--- config.mk ---
export PLATFORM = sky130hd
export DESIGN_NAME = etmm_ctrl
export DESIGN_NICKNAME = d
export VERILOG_FILES = /design/src/assert_macros.svh /design/src/etmm_pkg.sv /design/src/etmm_ctrl.sv
export SDC_FILE = /design/constraint.sdc
export NUM_CORES = 1
export LEC_CHECK = 0
export ABC_AREA = 1
export BUFFER_PORTS_ARGS = -buffer_cell sky130_fd_sc_hd__buf_2
export CAP_MARGIN = 20
export CORE_UTILIZATION = 51
export CTS_BUF_LIST = sky130_fd_sc_hd__clkbuf_16
export DETAILED_ROUTE_END_ITERATION = 12
export GPL_ROUTABILITY_DRIVEN = 0
export GPL_TIMING_DRIVEN = 0
export PLACE_DENSITY = 0.85
export SLEW_MARGIN = 20
export SYNTH_ARGS = -nofsm -noshare
export SYNTH_HDL_FRONTEND = slang
export SYNTH_SLANG_ARGS = --single-unit
--- constraint.sdc ---
create_clock -name i_clk -period 1.51 [get_ports i_clk]
set_input_delay 0.0755 -clock i_clk [delete_from_list [all_inputs] [get_ports i_clk]]
set_output_delay 0.0755 -clock i_clk [all_outputs]
set_load 0.02 [all_outputs]
--- src/assert_macros.svh ---
// Assertion macros shared by the RTL.
`ifndef ASSERT_MACROS_SVH
`define ASSERT_MACROS_SVH

// Implication checked at every rising clock edge outside reset.
`define ASSERT_IMPL(label, clk, rst_n, ante, cons) \
    label: assert property (@(posedge clk) disable iff (!rst_n) (ante) |-> (cons)) \
        else $error("assertion failed");

// Next-cycle implication checked outside reset.
`define ASSERT_NEXT(label, clk, rst_n, ante, cons) \
    label: assert property (@(posedge clk) disable iff (!rst_n) (ante) |=> (cons)) \
        else $error("assertion failed");

`endif

--- src/etmm_pkg.sv ---
// ----------------------------------------------------------------------------
// etmm_pkg
// Types, constants and helper functions for the Euler TRS model matrix block.
// ----------------------------------------------------------------------------
package etmm_pkg;

    localparam int FRAC_BITS    = 16;
    localparam int CORDIC_STEPS = 16;
    localparam int ANG_FRAC     = 24;
    localparam int TRIG_FRAC    = 30;
    localparam int TABLE_LEN    = 24;
    localparam int STEP_W       = $clog2(TABLE_LEN);
    localparam int ZW           = 36;
    localparam int TW           = 34;

    localparam logic signed [TW-1:0] CORDIC_GAIN = 34'sd652032874;

    localparam logic [1:0] CMD_TRANSLATE = 2'd0;
    localparam logic [1:0] CMD_ROTATE    = 2'd1;
    localparam logic [1:0] CMD_SCALE     = 2'd2;
    localparam logic [1:0] CMD_READ      = 2'd3;

    localparam logic signed [33:0] ANGLE_MOD = 34'sd360 <<< FRAC_BITS;

    typedef struct packed {
        logic [1:0]         command;
        logic signed [31:0] delta_x;
        logic signed [31:0] delta_y;
        logic signed [31:0] delta_z;
    } t_in_item;

    typedef struct packed {
        logic [1:0]         column;
        logic signed [31:0] row0_value;
        logic signed [31:0] row1_value;
        logic signed [31:0] row2_value;
        logic               last;
    } t_out_item;

    // Datapath operations issued by the controller.
    localparam logic [3:0] OP_NONE    = 4'd0;
    localparam logic [3:0] OP_UPDATE  = 4'd1;
    localparam logic [3:0] OP_CINIT   = 4'd2;
    localparam logic [3:0] OP_CSTEP   = 4'd3;
    localparam logic [3:0] OP_CDONE   = 4'd4;
    localparam logic [3:0] OP_MUL     = 4'd5;
    localparam logic [3:0] OP_EMIT    = 4'd6;

    typedef struct packed {
        logic [3:0]        op;
        logic [1:0]        axis;
        logic [STEP_W-1:0] step;
        logic [4:0]        mul_idx;
        logic [1:0]        column;
    } t_cmd;

    function automatic logic signed [ZW-1:0] atan_deg(input logic [STEP_W-1:0] i);
        logic signed [ZW-1:0] v;
        case (i)
            5'd0:    v = 36'sd754974720;
            5'd1:    v = 36'sd445687602;
            5'd2:    v = 36'sd235489089;
            5'd3:    v = 36'sd119537938;
            5'd4:    v = 36'sd60000934;
            5'd5:    v = 36'sd30029717;
            5'd6:    v = 36'sd15018523;
            5'd7:    v = 36'sd7509720;
            5'd8:    v = 36'sd3754917;
            5'd9:    v = 36'sd1877466;
            5'd10:   v = 36'sd938734;
            5'd11:   v = 36'sd469367;
            5'd12:   v = 36'sd234684;
            5'd13:   v = 36'sd117342;
            5'd14:   v = 36'sd58671;
            5'd15:   v = 36'sd29335;
            5'd16:   v = 36'sd14668;
            5'd17:   v = 36'sd7334;
            5'd18:   v = 36'sd3667;
            5'd19:   v = 36'sd1833;
            5'd20:   v = 36'sd917;
            5'd21:   v = 36'sd458;
            5'd22:   v = 36'sd229;
            5'd23:   v = 36'sd115;
            default: v = '0;
        endcase
        return v;
    endfunction

    function automatic logic signed [31:0] sat32(input logic signed [33:0] v);
        logic signed [31:0] r;
        if (v > 34'sd2147483647) begin
            r = 32'sh7fffffff;
        end else if (v < -34'sd2147483648) begin
            r = 32'sh80000000;
        end else begin
            r = v[31:0];
        end
        return r;
    endfunction

endpackage

--- src/etmm_ctrl.sv ---
// ----------------------------------------------------------------------------
// etmm_ctrl
// Sequencer: issues updates, CORDIC iterations, multiplies and column output.
// ----------------------------------------------------------------------------
module etmm_ctrl import etmm_pkg::*; (
    input  logic       i_clk,
    input  logic       i_rst_n,
    input  logic       i_in_valid,
    input  logic [1:0] i_command,
    input  logic       i_out_busy,
    output logic       o_in_ready,
    output t_cmd       o_cmd
);

    localparam logic [2:0] S_IDLE  = 3'd0;
    localparam logic [2:0] S_CINIT = 3'd1;
    localparam logic [2:0] S_CSTEP = 3'd2;
    localparam logic [2:0] S_CDONE = 3'd3;
    localparam logic [2:0] S_MUL   = 3'd4;
    localparam logic [2:0] S_EMIT  = 3'd5;

    localparam logic [4:0] MUL_LAST = 5'd22;

    logic [2:0]        r_state, n_state;
    logic [1:0]        r_axis, n_axis;
    logic [STEP_W-1:0] r_step, n_step;
    logic [4:0]        r_mul, n_mul;
    logic [1:0]        r_col, n_col;

    always_comb begin
        n_state = r_state;
        n_axis  = r_axis;
        n_step  = r_step;
        n_mul   = r_mul;
        n_col   = r_col;
        o_in_ready = 1'b0;
        o_cmd = '{op: OP_NONE, axis: r_axis, step: r_step, mul_idx: r_mul, column: r_col};
        unique case (r_state)
            S_IDLE: begin
                o_in_ready = 1'b1;
                if (i_in_valid) begin
                    if (i_command == CMD_READ) begin
                        n_state = S_CINIT;
                        n_axis  = 2'd0;
                    end else begin
                        o_cmd.op = OP_UPDATE;
                    end
                end
            end
            S_CINIT: begin
                o_cmd.op = OP_CINIT;
                n_step  = '0;
                n_state = S_CSTEP;
            end
            S_CSTEP: begin
                o_cmd.op = OP_CSTEP;
                n_step = r_step + 1'b1;
                if (r_step == STEP_W'(CORDIC_STEPS - 1)) begin
                    n_state = S_CDONE;
                end
            end
            S_CDONE: begin
                o_cmd.op = OP_CDONE;
                if (r_axis == 2'd2) begin
                    n_state = S_MUL;
                    n_mul   = '0;
                end else begin
                    n_axis  = r_axis + 1'b1;
                    n_state = S_CINIT;
                end
            end
            S_MUL: begin
                o_cmd.op = OP_MUL;
                n_mul = r_mul + 1'b1;
                if (r_mul == MUL_LAST) begin
                    n_state = S_EMIT;
                    n_col   = 2'd0;
                end
            end
            S_EMIT: begin
                if (!i_out_busy) begin
                    o_cmd.op = OP_EMIT;
                    n_col = r_col + 1'b1;
                    if (r_col == 2'd3) begin
                        n_state = S_IDLE;
                    end
                end
            end
            default: n_state = S_IDLE;
        endcase
    end

    always_ff @(posedge i_clk) begin
        if (!i_rst_n) begin
            r_state <= S_IDLE;
            r_axis  <= '0;
            r_step  <= '0;
            r_mul   <= '0;
            r_col   <= '0;
        end else begin
            r_state <= n_state;
            r_axis  <= n_axis;
            r_step  <= n_step;
            r_mul   <= n_mul;
            r_col   <= n_col;
        end
    end

endmodule

**Word level (Yosys, flattened, before mapping)**

Index checks and enable logic that the tools add are counted.

- $lt $le $gt $ge: 0
- Muxes and demuxes: 23
- Div/mod/pow operators: 0
- Bitwise operators: 0
- Equality and inequality tests: 18
- Shift-type cells: 0
- Reduce and logical (&&, ||, !) cells: 9
- Multiply operators: 0
- $add $sub $neg: 4

Operators with widths:

| operator | count |
|---|---|
| $pmux 3 s6 | 2 |
| $mux 3 | 8 |
| $pmux 5 s2 | 2 |
| $ne 2x2->1 const B | 8 |
| $add 5x1->5 const B | 2 |
| $mux 2 | 5 |
| $pmux 2 s2 | 2 |
| $reduce_bool 2->1 | 4 |
| $eq 2x2->1 const B | 3 |
| $eq 3x2->1 const B | 2 |
| $eq 3x3->1 const B | 2 |
| $reduce_and 6->1 | 1 |
| $eq 5x4->1 const B | 1 |
| $eq 5x5->1 const B | 1 |
| $mux 5 | 1 |
| $add 2x1->2 const B | 2 |
| $reduce_and 4->1 | 1 |
| $eq 3x1->1 const B | 1 |
| $logic_not 3->1 | 1 |
| $mux 1 | 3 |
| $reduce_and 3->1 | 1 |
| $reduce_and 2->1 | 1 |

- Register bits after elaboration: 17
- Memories: 0
- Output and inout port bits: 19
- Input bits: 6
- Memory bits (writable): 0
- ROM bits: 0
- Word-level logic and storage cells: 59
- Latch bits: 0

**Longest topological paths before layout**

Gate-level depths: netlist (run 1).

- Depth in word-level cells: 4
- Mapped depth: 11
- Depth with buffers taken out: 11

**Worst setup path before layout (run 1)**

Ideal clock, no wire load.

- Path type: register to register
- Start point: reg r_step[0]
- End point: reg r_state[0]
- Arrival: 1.427 ns
- Path buffers: 0
- Setup time: 0.111 ns
- Path slack: -0.028 ns
- Cell stages (with the launch flop): 11
- Period minus slack after synthesis: 1.538 ns
- Required time: 1.399 ns
- Cell sequence: dfxtp_1 -> ha_1 -> nand2_1 -> nor2_1 -> ha_1 -> inv_1 -> nand3_1 -> nand3_1 -> nor2_2 -> and2_1 -> nor2_1

- Word-level cells in the longest chain between the ends: 3

Ends and longest elaborated chain:

| what | RTL line | text |
|---|---|---|
| from (decl) | etmm_ctrl.sv:26 | `logic [STEP_W-1:0] r_step, n_step;` |
| from (signal assigned) | etmm_ctrl.sv:103 | `r_step <= n_step;` |
| $eq 5x4->1 | etmm_ctrl.sv:58 | `if (r_step == STEP_W'(CORDIC_STEPS - 1)) begin` |
| $ne 2x2->1 (no source line) | n/a |  |
| $reduce_and 6->1 (no source line) | n/a |  |
| to (signal assigned) | etmm_ctrl.sv:101 | `r_state <= n_state;` |
| to (decl) | etmm_ctrl.sv:24 | `logic [2:0] r_state, n_state;` |

Every way passes these cells.
A chain may end at the register's enable or synchronous reset.

**Worst setup path after layout (run 1)**

- Start point: reg r_step[1]
- End point: reg r_state[0]

The elaborated chain is that of the path after synthesis.

==> reports/metrics.yaml, run 1 <==
antenna_cells: 0
grt_pass1_vias: 958
die_x_um: 46.58
clockBufferDepth: 2
area_growth_pct: 27.78
pin_count: 25
rsz0062_at_grt: "yes"
hp-start: "i_out_busy"
track_usage_pct: 26.27
htree_levels: 1
drcViolationCount: 0
status: "finished, final reports clean"
reg2reg_from: "r_step[1]"
ir_drop_v: 0.0008904
yosysMostFrequentCell: "nand2_1"
cts_sinks: 17
row_count: 15
dr_wl_met2_mm: 1.325
cp-end-kind: "flop"
final-setup-viol-count: 0
synth.largest_area_cell: "dfxtp_1"
power_frac_comb_pct: 46.5
finalCritPeriodShare_pct: 96.60
numCtsBuffers: 3
slowest_stage: "dfxtp_4"
yosys.cell_types.count: 29
drt_pass1_iterations: 4
regToRegSetupSlack_ns: 0.05
leakage_nw: 0.6073
synth_top_cell_area_share_pct: 33.58
initial_core_util_pct: 56.25
crit_family: "simple AND/OR/NAND/NOR gates"
drive_above_1_share_pct: 31.79
switchingPower_w: 0.0008598
hp-class: "primary input to flop"
n_fill_cell: 145
hold_end: "r_col[1]"
clock_skew_ns: 0.001225
path_buf_inv: 1
ys_seq_elements: 17
setup_tns_ns: 0
async_reset_ff_share_pct: 0
port_buffers: 22
holdPathStages: 4
yosysWarnings: 0
antenna_found_initial: 0
worstPathArrival_ns: 1.61
power.density_nw_per_um2: 1575
startpoint_type: "flop"
syn_avg_cell_area_sq_um: 6.989
netlist_area_sq_um: 1013
finish.utilization_pct: 71.88
synthTopCellsByCount: "nand2_1, dfxtp_1, inv_1"
synth-edff-count: 0
totalWireLength_mm: 2.639
finalNetCount: 186
wl_met3_um: 156
fin_hold_ws_ns: 0.1787
max_cap_violations: 0
vias_per_cell: 5.505
post-dp-hpwl_mm: 1.733
critPathKind: "flop to flop"
p_int_w: 0.001180
switching_share_pct: 42.16
vias: 1090
fin_ws_ns: 0.05129
cp_max_fo: 4
finalMaxSlewViolations: 0
worstPathCellList: "ha_4, nand2_2, nor2_2, ha_2, inv_2, nand3_2, nand3_2, nor2_4, and2_1, nor2_1"
critPathMaxStageDelay_ns: 0.37
ant_nets: 0
hold_viol_final: 0
fmax_mhz: 685.5
synth_cells: 145
ys.flop_type: "dfxtp_1"
grt_pass1_wl_mm: 3.967
core-area_sq_um: 1802
synth_nets: 157
insertion_delay_ns: 0.25
die_y_um: 46.58
drtIter0Drc: 37
timing.rr.end: "r_state[0]"
critPathMostFrequentCell: "nand3_2"
synth_area_leaders: "dfxtp_1, nand2_1, ha_1, nand3_1, a21oi_1"
min_period_ns: 1.459
clockPowerShare_pct: 25.9
cts.clk_slew.worst_paths_ns: 0.05
pre_cts_ws_ns: 0.02622
grt_max_degree: 11
p_seq_share_pct: 27.6
cts_tree: "done"
grt_overflow: 0
fp.dieArea_sq_um: 2170
cts-root-buf: "clkbuf_16"
wl_met1_mm: 1.073
routedWlPerCell_um: 13.33
crit_required_ns: 1.66
yosysSeqAreaShare_pct: 33.58
ctsHoldBuffers: 0
highest_layer: "met4"
rr_worst_depth: 10
placed cells by master, fill, tap and decap left out, types with 3 or more instances in the layout:
master,Yosys,routed
a21oi_1,13,13
buf_2,0,22
buf_4,1,3
clkbuf_16,0,3
dfxtp_1,17,14
ha_1,6,4
inv_1,16,16
inv_2,2,3
nand2_1,29,27
nand2_2,2,4
nand3_1,14,12
nand3_2,1,3
nor2_1,13,12
nor2_2,3,3
o21ai_0,7,7
per-stage QoR:
stage,power [W],cell area (sq um),instances
3_3_place_gp,0.001384,1157,192
3_5_place_dp,0.001421,1157,192
4_1_cts,0.001957,1236,196
2_1_floorplan,0.001218,1016,145
6_report,0.002039,1295,198
5_1_grt,0.002165,1295,198
worst max-delay path by stage:
stage	startpoint	end	slack (ns)	cells after the start
detailed placement	r_step[0]	r_state[0]	0.03	10
floorplan	r_step[0]	r_state[0]	0.08	10
global route	r_state[1]	o_cmd[15]	-0.03	7
global placement	r_step[0]	r_state[0]	0.08	10
CTS	r_step[0]	r_state[0]	0.02	10
finish	r_step[1]	r_state[0]	0.05	10
state kept, by name (all words and copies together) (netlist names):
register and cells:
r_step 5, r_axis 2, r_mul 5, r_state 3, r_col 2
worst register-to-register path, delay by kind of cell (launching register included):
kind                       cells  cell delay [ns]
and+or+nand+nor                7             0.65
DFF                            1             0.37
adders and majority gates      2             0.31
buffers and inverters          1             0.03
per-layer routing:
layer	up-vias	track usage [%]
li1	529	-
met1	495	30.12
met2	55	44.17
met3	11	3.922
met4	0	17.65
met5	-	0
cell families after synthesis:
kind of cell | share of synthesized area (%)
other cells | 0.3700
buf+inv | 11.60
compound gates | 14.69
fa+ha+maj | 7.407
flops | 33.58
simple gates | 32.35
power groups by stage:
stage	clock (W)	sequential, W	combinational, W
finish	0.000527	0.000563	0.000949
global route	0.000553	0.000569	0.00104
CTS	0.000534	0.000556	0.000866
detailed placement	0	0.000565	0.000856
global placement	0	0.000560	0.000824
floorplan	0	0.000587	0.000631
layout make-up:
class | count | area (sq um) | share of cell area (%)
tap | 25 | 31.28 | 2.415
buffer | 4 | 33.78 | 2.609
multi-input combinational | 103 | 593.1 | 45.80
inverter | 21 | 83.83 | 6.473
timing repair buffer | 24 | 125.1 | 9.662
sequential | 17 | 349.1 | 26.96
clock inverter | 1 | 3.754 | 0.2899
clock buffer | 3 | 75.07 | 5.797
repair_timing:
action / in CTS / in global routing
resized for setup: 0 / 13
setup buffers: 0 / 2
endpoints found under the hold margin: 0 / 0
endpoints found under the setup margin: 0 / 4
Note: power is estimated with default switching activity, not from simulation.
==> run 2, diff against run 1 <==
- CORE_ASPECT_RATIO: unset -> 0.9
==> reports/metrics.yaml, run 2 (same netlist as run 1, synthesis figures left out) <==
fin_hold_ws_ns: 0.1233
grt_pass1_wl_mm: 3.684
startpoint_type: "flop"
vias: 1023
finalCritPeriodShare_pct: 98.33
ctsHoldBuffers: 0
finalMaxSlewViolations: 0
numCtsBuffers: 3
pin_count: 25
core-area_sq_um: 1769
drcViolationCount: 0
cts.clk_slew.worst_paths_ns: 0.06
die_x_um: 48.99
min_period_ns: 1.485
worstPathArrival_ns: 1.63
hp-class: "primary input to flop"
leakage_nw: 0.6085
track_usage_pct: 22.31
cts_sinks: 17
grt_max_degree: 11
cts_tree: "done"
layout_common_cells: "nand2_1, buf_2, inv_1, dfxtp_1, a21oi_1"
reg_top3: "r_mul (5), r_step (5), r_state (3)"
status: "finished, final reports clean"
post-dp-hpwl_mm: 1.617
totalWireLength_mm: 2.357
fp.dieArea_sq_um: 2170
cp-end-kind: "flop"
met1_usage_pct: 28.75
cts-root-buf: "clkbuf_16"
crit_required_ns: 1.65
hold_viol_final: 0
initial_core_util_pct: 57.28
drt_pass1_iterations: 4
final-setup-viol-count: 0
antenna_cells: 0
insertion_delay_ns: 0.25
finish.utilization_pct: 73.69
clockBufferDepth: 2
grt_overflow: 0
rsz0062_at_grt: "yes"
fin_ws_ns: 0.02527
area_growth_pct: 28.64
row_count: 14
htree_levels: 1
drtIter0Drc: 33
dp_cells: 191
fin_cells: 197
grt_pass1_vias: 851
n_fill_cell: 143
antenna_found_initial: 0
cp_max_fo: 3
critPathKind: "flop to flop"
drive_above_1_share_pct: 32.95
power.density_nw_per_um2: 1584
rr_worst_depth: 10
max_cap_violations: 0
clock_skew_ns: 0.006124
vias_per_cell: 5.193
grt_use_met3_pct: 3.780
top_usage_layer: "met2"
mostFrequentLayoutCell: "nand2_1"
fmax_mhz: 673.5
ant_nets: 0
gr-usage-met2_pct: 36.67
finalNetCount: 186
port_buffers: 22
die_y_um: 44.29
pre_cts_ws_ns: 0.05729
power_w: 0.002065
routedWlPerCell_um: 11.96
holdPathStages: 4
ir_drop_v: 0.001116
run 2: final timing paths:
path / to / slack, ns / startpoint
hold / removal: r_col[1] / 0.12 / i_out_busy
setup / recovery: r_state[0] / 0.03 / r_step[1]
hold reg to reg: r_col[1] / 0.48 / r_col[1]
setup reg to reg: r_state[0] / 0.03 / r_step[1]
run 2: through the flow:
| stage | cell area (sq um) | setup TNS, ns |
|---|---|---|
| after floorplan | 1016 | 0 |
| after global placement | 1156 | 0 |
| after detailed placement | 1156 | 0 |
| after CTS | 1235 | 0 |
| after global routing | 1304 | -0.09311 |
| final | 1304 | 0 |
run 2: where the power goes:
part / internal, W / leakage [nW] / switching [W]
clock network: 0.000352 / 0.0423 / 0.000185
logic: 0.000339 / 0.427 / 0.000628
registers: 0.000508 / 0.139 / 0.0000528
total: 0.00120 / 0.608 / 0.000866
run 2: worst max-delay path: stages, from the launching register on:
cell and delay, ns:
dfxtp_2 0.36, ha_4 0.14, nand2_2 0.06, nor2_2 0.12
ha_2 0.17, inv_2 0.03, nand3_2 0.09, nand3_4 0.10
nor2_4 0.14, and2_4 0.14, nor2_2 0.03
run 2: repair_timing:
| item | CTS | global route |
|---|---|---|
| buffers inserted | 0 | 2 |
| hold endpoints to repair | 0 | 0 |
| endpoints found under the setup margin | 0 | 3 |
| gates resized for setup | 0 | 15 |
run 2: area by class of cell:
type	count	area, sq um	share of cell area, %
inverter	21	83.83	6.430
clock inverter	1	3.754	0.2879
buffer	4	33.78	2.591
clock buffer	3	75.07	5.758
tap	24	30.03	2.303
timing repair buffer	24	125.1	9.597
multi-input combinational	103	605.6	46.45
sequential	17	346.6	26.58
run 2: per-layer routing:
metal	part of all wire [%]	vias up
li1	-	526
met1	48	461
met2	46	30
met3	4.6	6
met4	1.4	0
met5	0	-
